File: src/rtl/core/tcrq_pkg.sv
package tcrq_pkg;

  // Default store depth (sorted pending commands)
  localparam int unsigned QUEUE_DEPTH_DEF = 16;
  // Maximum commands released by one tick
  localparam int unsigned MAX_RESULTS = 16;
  localparam int unsigned RES_CNT_W = $clog2(MAX_RESULTS + 1);
  // Depth of the front-to-back command queue
  localparam int unsigned FIFO_DEPTH_DEF = 2;

  // Field widths
  localparam int unsigned KEY_W = 5;
  localparam int unsigned VAL_W = 8;
  localparam int unsigned MS_W = 32;
  localparam int unsigned US_W = 40;
  localparam int unsigned LETTER_W = 7;
  localparam int unsigned DIGIT_W = 6;

  // Action codes
  localparam logic ACT_INSERT = 1'b0;
  localparam logic ACT_TICK = 1'b1;

  // Status codes
  localparam logic STATUS_RELEASED = 1'b0;
  localparam logic STATUS_DROPPED = 1'b1;

  // Character codes
  localparam logic [LETTER_W-1:0] CHAR_A = 7'd65;
  localparam logic [LETTER_W-1:0] CHAR_Z = 7'd90;
  localparam logic [DIGIT_W-1:0] CHAR_0 = 6'd48;
  localparam logic [KEY_W-1:0] KEY_LAST_LETTER = 5'd19;

  // Microsecond to millisecond rounding divider (radix 16)
  localparam int unsigned US_PER_MS = 1000;
  localparam int unsigned HALF_MS = 500;
  localparam int unsigned DIV_RADIX_BITS = 4;
  localparam int unsigned DVD_W = 44;
  localparam int unsigned DIV_STEPS = DVD_W / DIV_RADIX_BITS;
  localparam int unsigned STEP_W = $clog2(DIV_STEPS);
  localparam int unsigned REM_W = 10;
  localparam logic [REM_W:0] MS_DIVISOR = (REM_W + 1)'(US_PER_MS);

  // Classified command travelling from front to back
  typedef struct packed {
    logic tick;
    logic [KEY_W-1:0] key;
    logic [VAL_W-1:0] value;
    logic [MS_W-1:0] time_ms;
  } cmd_t;

  typedef enum logic [1:0] {
    FS_IDLE,
    FS_DIV,
    FS_DONE
  } front_state_t;

  typedef enum logic {
    BS_IDLE,
    BS_RELEASE
  } back_state_t;

endpackage

File: src/rtl/core/tcrq_in_if.sv
interface tcrq_in_if;
  logic valid;
  logic ready;
  logic action;
  logic [tcrq_pkg::KEY_W-1:0] cmd_key;
  logic [tcrq_pkg::VAL_W-1:0] cmd_value;
  logic [tcrq_pkg::MS_W-1:0] due_ms;
  logic [tcrq_pkg::US_W-1:0] elapsed_us;

  modport source (
    output valid, action, cmd_key, cmd_value, due_ms, elapsed_us,
    input ready
  );
  modport sink (
    input valid, action, cmd_key, cmd_value, due_ms, elapsed_us,
    output ready
  );
endinterface

File: src/rtl/core/tcrq_out_if.sv
interface tcrq_out_if;
  logic valid;
  logic ready;
  logic status;
  logic [tcrq_pkg::KEY_W-1:0] out_key;
  logic [tcrq_pkg::VAL_W-1:0] out_value;
  logic [tcrq_pkg::LETTER_W-1:0] code_letter;
  logic [tcrq_pkg::DIGIT_W-1:0] digit_hundreds;
  logic [tcrq_pkg::DIGIT_W-1:0] digit_tens;
  logic [tcrq_pkg::DIGIT_W-1:0] digit_ones;
  logic last;

  modport source (
    output valid, status, out_key, out_value, code_letter,
    output digit_hundreds, digit_tens, digit_ones, last,
    input ready
  );
  modport sink (
    input valid, status, out_key, out_value, code_letter,
    input digit_hundreds, digit_tens, digit_ones, last,
    output ready
  );
endinterface

File: src/rtl/core/tcrq_front.sv
module tcrq_front (
  input  logic                clk,
  input  logic                rst,
  tcrq_in_if.sink             req,
  output tcrq_pkg::cmd_t      push_data,
  output logic                push_valid,
  input  logic                push_full
);

  tcrq_pkg::front_state_t state, state_next;

  logic [tcrq_pkg::DVD_W-1:0] dvd;
  logic [tcrq_pkg::REM_W-1:0] rem;
  logic [tcrq_pkg::MS_W-1:0] quo;
  logic [tcrq_pkg::STEP_W-1:0] step;

  logic [tcrq_pkg::REM_W:0] r;
  logic [tcrq_pkg::DIV_RADIX_BITS-1:0] qbits;
  logic accept;
  logic start_div;

  // One radix-16 step of restoring division by 1000
  always_comb begin
    r = {1'b0, rem};
    qbits = '0;
    for (int b = 0; b < int'(tcrq_pkg::DIV_RADIX_BITS); b++) begin
      r = {r[tcrq_pkg::REM_W-1:0], dvd[tcrq_pkg::DVD_W-1-b]};
      qbits[tcrq_pkg::DIV_RADIX_BITS-1-b] = (r >= tcrq_pkg::MS_DIVISOR);
      if (qbits[tcrq_pkg::DIV_RADIX_BITS-1-b]) begin
        r = r - tcrq_pkg::MS_DIVISOR;
      end
    end
  end

  always_comb begin
    state_next = state;
    req.ready = 1'b0;
    push_valid = 1'b0;
    push_data.tick = tcrq_pkg::ACT_INSERT;
    push_data.key = req.cmd_key;
    push_data.value = req.cmd_value;
    push_data.time_ms = req.due_ms;
    start_div = 1'b0;
    case (state)
      tcrq_pkg::FS_IDLE: begin
        req.ready = !push_full;
        if (accept) begin
          if (req.action == tcrq_pkg::ACT_TICK) begin
            start_div = 1'b1;
            state_next = tcrq_pkg::FS_DIV;
          end else begin
            push_valid = 1'b1;
          end
        end
      end
      tcrq_pkg::FS_DIV: begin
        if (step == tcrq_pkg::STEP_W'(tcrq_pkg::DIV_STEPS - 1)) begin
          state_next = tcrq_pkg::FS_DONE;
        end
      end
      tcrq_pkg::FS_DONE: begin
        push_valid = 1'b1;
        push_data.tick = tcrq_pkg::ACT_TICK;
        push_data.time_ms = quo;
        if (!push_full) begin
          state_next = tcrq_pkg::FS_IDLE;
        end
      end
      default: begin
        state_next = tcrq_pkg::FS_IDLE;
      end
    endcase
  end

  assign accept = req.valid && req.ready;

  always_ff @(posedge clk) begin
    if (rst) begin
      state <= tcrq_pkg::FS_IDLE;
    end else begin
      state <= state_next;
    end
  end

  // Divider datapath: add half a millisecond, then divide
  always_ff @(posedge clk) begin
    if (start_div) begin
      dvd <= tcrq_pkg::DVD_W'(req.elapsed_us) + tcrq_pkg::DVD_W'(tcrq_pkg::HALF_MS);
      rem <= '0;
      quo <= '0;
      step <= '0;
    end else if (state == tcrq_pkg::FS_DIV) begin
      dvd <= dvd << tcrq_pkg::DIV_RADIX_BITS;
      rem <= r[tcrq_pkg::REM_W-1:0];
      quo <= {quo[tcrq_pkg::MS_W-tcrq_pkg::DIV_RADIX_BITS-1:0], qbits};
      step <= step + 1'b1;
    end
  end

endmodule

File: src/rtl/core/tcrq_fifo.sv
module tcrq_fifo #(
  parameter int unsigned DEPTH = tcrq_pkg::FIFO_DEPTH_DEF
) (
  input  logic           clk,
  input  logic           rst,
  input  logic           push,
  input  tcrq_pkg::cmd_t push_data,
  output logic           full,
  input  logic           pop,
  output tcrq_pkg::cmd_t head,
  output logic           empty
);

  localparam int unsigned PTR_W = (DEPTH > 1) ? $clog2(DEPTH) : 1;
  localparam int unsigned CNT_W = $clog2(DEPTH + 1);

  tcrq_pkg::cmd_t slots [DEPTH];
  logic [PTR_W-1:0] wr_ptr;
  logic [PTR_W-1:0] rd_ptr;
  logic [CNT_W-1:0] fill;

  assign full = (fill == CNT_W'(DEPTH));
  assign empty = (fill == '0);
  assign head = slots[rd_ptr];

  always_ff @(posedge clk) begin
    if (push && !full) begin
      slots[wr_ptr] <= push_data;
    end
  end

  always_ff @(posedge clk) begin
    if (rst) begin
      wr_ptr <= '0;
      rd_ptr <= '0;
      fill <= '0;
    end else begin
      if (push && !full) begin
        wr_ptr <= (wr_ptr == PTR_W'(DEPTH - 1)) ? '0 : wr_ptr + 1'b1;
      end
      if (pop && !empty) begin
        rd_ptr <= (rd_ptr == PTR_W'(DEPTH - 1)) ? '0 : rd_ptr + 1'b1;
      end
      case ({push && !full, pop && !empty})
        2'b10: fill <= fill + 1'b1;
        2'b01: fill <= fill - 1'b1;
        default: fill <= fill;
      endcase
    end
  end

endmodule

File: src/rtl/core/tcrq_back.sv
module tcrq_back #(
  parameter int unsigned QUEUE_DEPTH = tcrq_pkg::QUEUE_DEPTH_DEF
) (
  input  logic           clk,
  input  logic           rst,
  input  tcrq_pkg::cmd_t head,
  input  logic           empty,
  output logic           pop,
  tcrq_out_if.source     rsp
);

  localparam int unsigned CNT_W = $clog2(QUEUE_DEPTH + 1);

  // Sorted store: each entry is a cell that compares against the new time
  logic [tcrq_pkg::KEY_W-1:0] st_key [QUEUE_DEPTH];
  logic [tcrq_pkg::VAL_W-1:0] st_val [QUEUE_DEPTH];
  logic [tcrq_pkg::MS_W-1:0] st_due [QUEUE_DEPTH];
  logic [CNT_W-1:0] count;
  logic [QUEUE_DEPTH-1:0] gt;

  tcrq_pkg::back_state_t state, state_next;
  logic [tcrq_pkg::MS_W-1:0] now;
  logic [tcrq_pkg::RES_CNT_W-1:0] n_rel;

  logic out_free;
  logic store_full;
  logic head_ok;
  logic next_ok;
  logic do_insert;
  logic do_release;
  logic do_emit;
  logic load_tick;
  logic emit_status;
  logic emit_last;
  logic [tcrq_pkg::KEY_W-1:0] emit_key;
  logic [tcrq_pkg::VAL_W-1:0] emit_val;
  logic [1:0] hund;
  logic [6:0] rest;
  logic [14:0] tens_prod;
  logic [3:0] tens;
  logic [3:0] ones;

  assign out_free = !rsp.valid || rsp.ready;
  assign store_full = (count >= CNT_W'(QUEUE_DEPTH));

  // Entries at or past the fill level count as later than anything
  always_comb begin
    for (int i = 0; i < int'(QUEUE_DEPTH); i++) begin
      gt[i] = (CNT_W'(i) >= count) || (st_due[i] > head.time_ms);
    end
  end

  assign head_ok = (count != '0) && (st_due[0] <= now) &&
                   (n_rel < tcrq_pkg::RES_CNT_W'(tcrq_pkg::MAX_RESULTS));
  assign next_ok = (count > CNT_W'(1)) && (st_due[1] <= now) &&
                   (n_rel < tcrq_pkg::RES_CNT_W'(tcrq_pkg::MAX_RESULTS - 1));

  always_comb begin
    state_next = state;
    pop = 1'b0;
    do_insert = 1'b0;
    do_release = 1'b0;
    do_emit = 1'b0;
    load_tick = 1'b0;
    emit_status = tcrq_pkg::STATUS_RELEASED;
    emit_last = 1'b1;
    emit_key = head.key;
    emit_val = head.value;
    case (state)
      tcrq_pkg::BS_IDLE: begin
        if (!empty) begin
          if (head.tick == tcrq_pkg::ACT_TICK) begin
            pop = 1'b1;
            load_tick = 1'b1;
            state_next = tcrq_pkg::BS_RELEASE;
          end else if (head.time_ms == '0) begin
            if (out_free) begin
              pop = 1'b1;
              do_emit = 1'b1;
            end
          end else if (store_full) begin
            emit_status = tcrq_pkg::STATUS_DROPPED;
            if (out_free) begin
              pop = 1'b1;
              do_emit = 1'b1;
            end
          end else begin
            pop = 1'b1;
            do_insert = 1'b1;
          end
        end
      end
      tcrq_pkg::BS_RELEASE: begin
        emit_key = st_key[0];
        emit_val = st_val[0];
        emit_last = !next_ok;
        if (!head_ok) begin
          state_next = tcrq_pkg::BS_IDLE;
        end else if (out_free) begin
          do_emit = 1'b1;
          do_release = 1'b1;
          if (!next_ok) begin
            state_next = tcrq_pkg::BS_IDLE;
          end
        end
      end
      default: begin
        state_next = tcrq_pkg::BS_IDLE;
      end
    endcase
  end

  // Decimal digits of the value byte
  always_comb begin
    if (emit_val >= 8'd200) begin
      hund = 2'd2;
    end else if (emit_val >= 8'd100) begin
      hund = 2'd1;
    end else begin
      hund = 2'd0;
    end
    rest = 7'(emit_val - 8'(hund) * 8'd100);
    tens_prod = 15'(rest) * 15'd205;
    tens = tens_prod[14:11];
    ones = 4'(rest - 7'(tens) * 7'd10);
  end

  always_ff @(posedge clk) begin
    if (rst) begin
      state <= tcrq_pkg::BS_IDLE;
      count <= '0;
      n_rel <= '0;
      rsp.valid <= 1'b0;
    end else begin
      state <= state_next;
      if (do_insert) begin
        count <= count + 1'b1;
      end else if (do_release) begin
        count <= count - 1'b1;
      end
      if (load_tick) begin
        n_rel <= '0;
      end else if (do_release) begin
        n_rel <= n_rel + 1'b1;
      end
      if (do_emit) begin
        rsp.valid <= 1'b1;
      end else if (rsp.ready) begin
        rsp.valid <= 1'b0;
      end
    end
  end

  always_ff @(posedge clk) begin
    if (load_tick) begin
      now <= head.time_ms;
    end
    if (do_emit) begin
      rsp.status <= emit_status;
      rsp.out_key <= emit_key;
      rsp.out_value <= emit_val;
      rsp.code_letter <= (emit_key >= tcrq_pkg::KEY_LAST_LETTER) ? tcrq_pkg::CHAR_Z :
                         tcrq_pkg::CHAR_A + tcrq_pkg::LETTER_W'(emit_key);
      rsp.digit_hundreds <= tcrq_pkg::CHAR_0 + tcrq_pkg::DIGIT_W'(hund);
      rsp.digit_tens <= tcrq_pkg::CHAR_0 + tcrq_pkg::DIGIT_W'(tens);
      rsp.digit_ones <= tcrq_pkg::CHAR_0 + tcrq_pkg::DIGIT_W'(ones);
      rsp.last <= emit_last;
    end
  end

  // Store update: insert opens a slot after equal times; release shifts down
  always_ff @(posedge clk) begin
    if (do_insert) begin
      if (gt[0]) begin
        st_key[0] <= head.key;
        st_val[0] <= head.value;
        st_due[0] <= head.time_ms;
      end
      for (int i = 1; i < int'(QUEUE_DEPTH); i++) begin
        if (gt[i]) begin
          if (gt[i-1]) begin
            st_key[i] <= st_key[i-1];
            st_val[i] <= st_val[i-1];
            st_due[i] <= st_due[i-1];
          end else begin
            st_key[i] <= head.key;
            st_val[i] <= head.value;
            st_due[i] <= head.time_ms;
          end
        end
      end
    end else if (do_release) begin
      for (int i = 0; i < int'(QUEUE_DEPTH) - 1; i++) begin
        st_key[i] <= st_key[i+1];
        st_val[i] <= st_val[i+1];
        st_due[i] <= st_due[i+1];
      end
    end
  end

endmodule

File: src/rtl/core/timed_command_release_queue.sv
// Path: an insert reaches the output register through the command queue;
// a tick first runs the 11-step radix-16 divider, then releases.
// Throughput: inserts 1 per cycle into the queue while it has room; the front takes
// nothing while a tick divides; releases, one store entry each, 1 per cycle unless rsp stalls.
// Reset: synchronous, active high; empties the store, the queue and the output.
module timed_command_release_queue #(
  parameter int unsigned QUEUE_DEPTH = tcrq_pkg::QUEUE_DEPTH_DEF
) (
  input logic        clk,
  input logic        rst,
  tcrq_in_if.sink    req,
  tcrq_out_if.source rsp
);

  // Front: accept each transaction, classify it as insert or tick, and round
  // the tick's elapsed microseconds to milliseconds (half up) before handing
  // it on. Inserts pass straight through.
  tcrq_pkg::cmd_t push_data;
  logic push_valid;
  logic push_full;

  // Queue: decouple the divider from the store so either side can stall.
  tcrq_pkg::cmd_t head;
  logic empty;
  logic pop;

  tcrq_front u_front (
    .clk        (clk),
    .rst        (rst),
    .req        (req),
    .push_data  (push_data),
    .push_valid (push_valid),
    .push_full  (push_full)
  );

  tcrq_fifo #(
    .DEPTH (tcrq_pkg::FIFO_DEPTH_DEF)
  ) u_fifo (
    .clk       (clk),
    .rst       (rst),
    .push      (push_valid),
    .push_data (push_data),
    .full      (push_full),
    .pop       (pop),
    .head      (head),
    .empty     (empty)
  );

  // Back: hold the sorted store. Immediate and dropped inserts are reported
  // at once; queued inserts land in their sorted slot; a tick drains due entries
  // from the head, one per cycle unless the output stalls, marking the last of the run.
  tcrq_back #(
    .QUEUE_DEPTH (QUEUE_DEPTH)
  ) u_back (
    .clk   (clk),
    .rst   (rst),
    .head  (head),
    .empty (empty),
    .pop   (pop),
    .rsp   (rsp)
  );

endmodule

File: src/flat_wrapper.sv
// flat-port wrapper written by rule: the top's interface ports become plain ports
module timed_command_release_queue_flat 
#(
  parameter int unsigned QUEUE_DEPTH = tcrq_pkg::QUEUE_DEPTH_DEF
)
  (clk, rst, req_valid, req_action, req_cmd_key, req_cmd_value, req_due_ms, req_elapsed_us, req_ready, rsp_valid, rsp_status, rsp_out_key, rsp_out_value, rsp_code_letter, rsp_digit_hundreds, rsp_digit_tens, rsp_digit_ones, rsp_last, rsp_ready);
  tcrq_in_if req_i ();
  tcrq_out_if rsp_i ();
  input logic clk;
  input logic rst;
  input wire logic [$bits(req_i.valid)-1:0] req_valid;
  input wire logic [$bits(req_i.action)-1:0] req_action;
  input wire logic [$bits(req_i.cmd_key)-1:0] req_cmd_key;
  input wire logic [$bits(req_i.cmd_value)-1:0] req_cmd_value;
  input wire logic [$bits(req_i.due_ms)-1:0] req_due_ms;
  input wire logic [$bits(req_i.elapsed_us)-1:0] req_elapsed_us;
  output wire logic [$bits(req_i.ready)-1:0] req_ready;
  output wire logic [$bits(rsp_i.valid)-1:0] rsp_valid;
  output wire logic [$bits(rsp_i.status)-1:0] rsp_status;
  output wire logic [$bits(rsp_i.out_key)-1:0] rsp_out_key;
  output wire logic [$bits(rsp_i.out_value)-1:0] rsp_out_value;
  output wire logic [$bits(rsp_i.code_letter)-1:0] rsp_code_letter;
  output wire logic [$bits(rsp_i.digit_hundreds)-1:0] rsp_digit_hundreds;
  output wire logic [$bits(rsp_i.digit_tens)-1:0] rsp_digit_tens;
  output wire logic [$bits(rsp_i.digit_ones)-1:0] rsp_digit_ones;
  output wire logic [$bits(rsp_i.last)-1:0] rsp_last;
  input wire logic [$bits(rsp_i.ready)-1:0] rsp_ready;
  assign req_i.valid = req_valid;
  assign req_i.action = req_action;
  assign req_i.cmd_key = req_cmd_key;
  assign req_i.cmd_value = req_cmd_value;
  assign req_i.due_ms = req_due_ms;
  assign req_i.elapsed_us = req_elapsed_us;
  assign req_ready = req_i.ready;
  assign rsp_valid = rsp_i.valid;
  assign rsp_status = rsp_i.status;
  assign rsp_out_key = rsp_i.out_key;
  assign rsp_out_value = rsp_i.out_value;
  assign rsp_code_letter = rsp_i.code_letter;
  assign rsp_digit_hundreds = rsp_i.digit_hundreds;
  assign rsp_digit_tens = rsp_i.digit_tens;
  assign rsp_digit_ones = rsp_i.digit_ones;
  assign rsp_last = rsp_i.last;
  assign rsp_i.ready = rsp_ready;
  timed_command_release_queue #(.QUEUE_DEPTH(QUEUE_DEPTH)) u_core (.clk(clk), .rst(rst), .req(req_i), .rsp(rsp_i));
endmodule
File: config.mk
export PLATFORM = sky130hd
export DESIGN_NAME = timed_command_release_queue_flat
export DESIGN_NICKNAME = d
export VERILOG_FILES = /design/src/rtl/core/tcrq_pkg.sv /design/src/rtl/core/tcrq_in_if.sv /design/src/rtl/core/tcrq_out_if.sv /design/src/rtl/core/tcrq_front.sv /design/src/rtl/core/tcrq_fifo.sv /design/src/rtl/core/tcrq_back.sv /design/src/rtl/core/timed_command_release_queue.sv /design/src/flat_wrapper.sv
export SDC_FILE = /design/constraint.sdc
export NUM_CORES = 2
export LEC_CHECK = 0
export CAP_MARGIN = 5
export CORE_AREA = 5 5 326 328
export CTS_BUF_LIST = sky130_fd_sc_hd__clkbuf_16
export CTS_CLUSTER_DIAMETER = 120
export CTS_CLUSTER_SIZE = 30
export DETAILED_ROUTE_END_ITERATION = 16
export DIE_AREA = 0 0 331 333
export DONT_BUFFER_PORTS = 1
export GPL_TIMING_DRIVEN = 0
export PLACE_DENSITY_LB_ADDON = 0.3
export SLEW_MARGIN = 40
export SYNTH_ARGS = -nofsm -noshare
export SYNTH_HDL_FRONTEND = slang
export SYNTH_SLANG_ARGS = --single-unit
File: constraint.sdc
create_clock -name clk -period 22.2 [get_ports clk]
set_input_delay 5.55 -clock clk [delete_from_list [all_inputs] [get_ports clk]]
set_output_delay 5.55 -clock clk [all_outputs]
set_load 0.03 [all_outputs]
==> results.md <==
* Top-count cell post-synth: edfxtp_1
* Clk slew on worst S/H paths at 0.12 ns
* Starting Density at 0.594
* Final wirelength at 212000 um
* Die area at 110000 um^2
* Layout cells sized above 1 at 0.0801
* Detailed Place HPWL at 163000 um
* Sw Pwr at 3.66 mW
* Max_cap viols at 0
* Status: completed
* First-pass GRT wire length at 305000 um
* Post-CTS Resized at 0
* Final Util at 0.643
* Pleak at 26.0 nW
* Hold-fix buffers, CTS at 0
* GPL Wtd Cong at 1.05
* Area grow syn2layout at 8.24%
* Core Footprint at 103000 um^2
* Number of flops mapped to enable cells by yosys at 918
* Crit-path slowest cell: buf_2
* Root buf cell: clkbuf_16
* Setup violations, final at 0
* # clock sinks at 983
* Crit path top cell by count: inv_1
* Kind of critical path: flip-flop to flip-flop
* RSZ-0062 raised after global routing: false
* Antenna-violating nets left at 0
* Drt wl/cell at 29.2 um
* Sw Ratio at 0.432
* IR drop worst, VDD at 0.709 mV
* Mean Syn Cell Area at 10.7 um^2
* Die height at 333 um
* Post-synth top cells: edfxtp_1, nand2_1, mux2i_1, o21ai_0, ha_1
* Bufs and invs on worst path at 8
* Post-CTS setup buffers at 0
* Comb pwr share at 0.494
* Critical path capture point type: flip-flop
* Levels on crit path at 35
* Highest clock rate at 110 MHz
* DR iter-0 viols at 7018
* Row Count at 118
* Post-layout nets at 6545
* Initial DRT Pass Iterations at 9
* Slowest cell delay on critical path at 0.58 ns
* Post-synth top area cell: edfxtp_1
* Cell count after synthesis at 5710
* Hold depth at 2
* Hold Vio Cnt, Final at 0
* Num CTS Buffers at 39
* Critical Path AT at 9.56 ns
* Htree depth at 2
* Seq pwr share at 0.392
* Minimum clock period after layout at 9.12 ns
* Pwr Density at 128 nW/um^2
* TritonCTS clock tree: built
* Clock Skews at 0.0463 ns
* Internal Pwr Total at 4.83 mW
* CP top delay family: adder cells
* IO Pins at 132
* Die W at 331 um
* Initial antenna violation count at 9
* Crit start category: flip-flop
* R2R cell count at 35
* YS warnings at 0
* Via/cell ratio at 6.78
* Clk Latency, worst-skew pair at 0.69 ns
* Required time worst endpoint at 22.64 ns
* Number of synthesized register bits at 983
* CTS Buffer Depth at 3
* Yosys top cell area share at 0.451
* Crit path max fanout at 10
* Ys async rst share at 0
* Largest net degree at the start of global routing at 47
* Final Max Tran Viols at 0
* Worst slew pin tran at 0.994 ns
* Top_reg_cell synth: edfxtp_1
* Final period util at 0.411
* Clock network power share at 0.114
* Min-delay worst type: flip-flop to flip-flop
* I/O Buffers at 0
* Post-synth cell types at 85
* Grt ovf at 0
* Seq/Total Area, Yosys at 0.472
* Setup TNS at 0 ns
* Slew headroom at 0.337
* Area contributors post-synth: edfxtp_1, ha_1, mux2i_1, o21ai_0, nand2_1
* Number of global-route vias before repair at 48002
* Vias at 49240
* Post-Syn Area at 61100 um^2
* GR Util All Layers at 0.373
* DRC violation count after routing at 0
-- worst reg2reg max path, delay by kind of cell, from the launching register on --
family / cells / cell delay, ns
adders and majority gates: 8 / 2.88
buffers and inverters: 8 / 1.97
AOI/OAI and AO/OA: 8 / 1.56
and+or+nand+nor: 5 / 0.75
muxes: 2 / 0.69
xor gates and xnor gates: 4 / 0.68
DFF: 1 / 0.34
-- cells in the final DEF (no fill, tap or decap), types with 40 or more instances in the layout --
master,n
clkbuf_2,40
nand2_1,889
buf_8,48
mux2i_1,663
o21ai_1,89
ha_1,596
mux2_2,84
dfxtp_1,65
clkbuf_16,41
nand4_1,141
o21ai_0,671
nor2_1,183
inv_1,159
buf_2,99
nor2b_1,80
nand2b_1,54
a21oi_1,180
nand3_1,51
clkbuf_1,157
o21a_1,93
edfxtp_1,918
a21o_1,129
-- registers in the layout (all words and copies together) (netlist names), 5 cells and up, named ones only --
| signal | cells |
|---|---|
| u_core.u_back.st_due | 512 |
| u_core.u_back.st_val | 128 |
| u_core.u_fifo.slots | 92 |
| u_core.u_back.st_key | 80 |
| u_core.u_front.dvd | 44 |
| u_core.u_back.now | 32 |
| u_core.u_front.quo | 32 |
| u_core.u_front.rem | 10 |
| u_core.u_back.rsp.out_value | 8 |
| u_core.u_back.rsp.code_letter | 6 |
| u_core.u_back.count | 5 |
| u_core.u_back.n_rel | 5 |
| u_core.u_back.rsp.out_key | 5 |
-- metrics by stage --
stage	instance area, um^2	total power, mW	worst slack (ns)	std cells	hold WS, ns
after CTS	66100	8.35	13.05	7258	0.472
after global routing	66200	8.93	12.57	7259	0.480
after detailed placement	64900	7.41	13.08	7187	0.457
after floorplan	61200	5.81	13.25	5718	0.436
after global placement	62900	7.09	8.41	7098	0.444
final	66200	8.49	13.08	7263	0.478
-- worst paths after layout --
path                                       startpoint                                         to  slack [ns]
hold / removal    u_core.u_front.quo[28]$_SDFFE_PP0P_        u_core.u_front.quo[28]$_SDFFE_PP0P_        0.48
setup reg to reg                            flip-flop  u_core.u_back.rsp.digit_ones[3]$_DFFE_PP_       13.08
hold reg to reg   u_core.u_front.quo[28]$_SDFFE_PP0P_        u_core.u_front.quo[28]$_SDFFE_PP0P_        0.48
setup / recovery                            flip-flop  u_core.u_back.rsp.digit_ones[3]$_DFFE_PP_       13.08
-- layer usage --
metal | up-vias | wire, um | track usage
li1 | 21299 | - | -
met1 | 23639 | 75200 | 0.463
met2 | 3508 | 93500 | 0.575
met3 | 786 | 27600 | 0.114
met4 | 8 | 15300 | 0.223
met5 | - | 58 | 0
-- power by group through the flow --
stage          clock network, mW  logic (mW)  registers, mW
6_report                   0.967        4.19           3.33
5_1_grt                     1.02        4.55           3.36
4_1_cts                    0.957        4.09           3.30
3_5_place_dp                   0        4.07           3.34
3_3_place_gp                   0        3.66           3.43
2_1_floorplan                  0        2.61           3.20
-- final cells by class --
class	count	area, um^2
diodes	4	10.0
plain buffers	325	1470
inverters	141	532
clock inverters	30	171
repair buffers	90	1370
well taps	1380	1730
multi-input cells	4269	31000
clock buffers	41	1030
flip-flops and latches	983	28900
fillers	8143	36700
-- kinds of logic (layout without fill, tap and decap cells) --
logic type / after synthesis / count (layout) / share of synthesized area
other cells: 2 / 14 / 0.000123
fa+ha+maj: 606 / 606 / 0.125
simple gates: 1523 / 1523 / 0.111
xor+xnor: 71 / 71 / 0.0103
mux: 779 / 779 / 0.129
buf+inv: 466 / 627 / 0.0314
compound gates: 1280 / 1280 / 0.120
flops: 983 / 983 / 0.472
(Power assumes the default switching activity.)
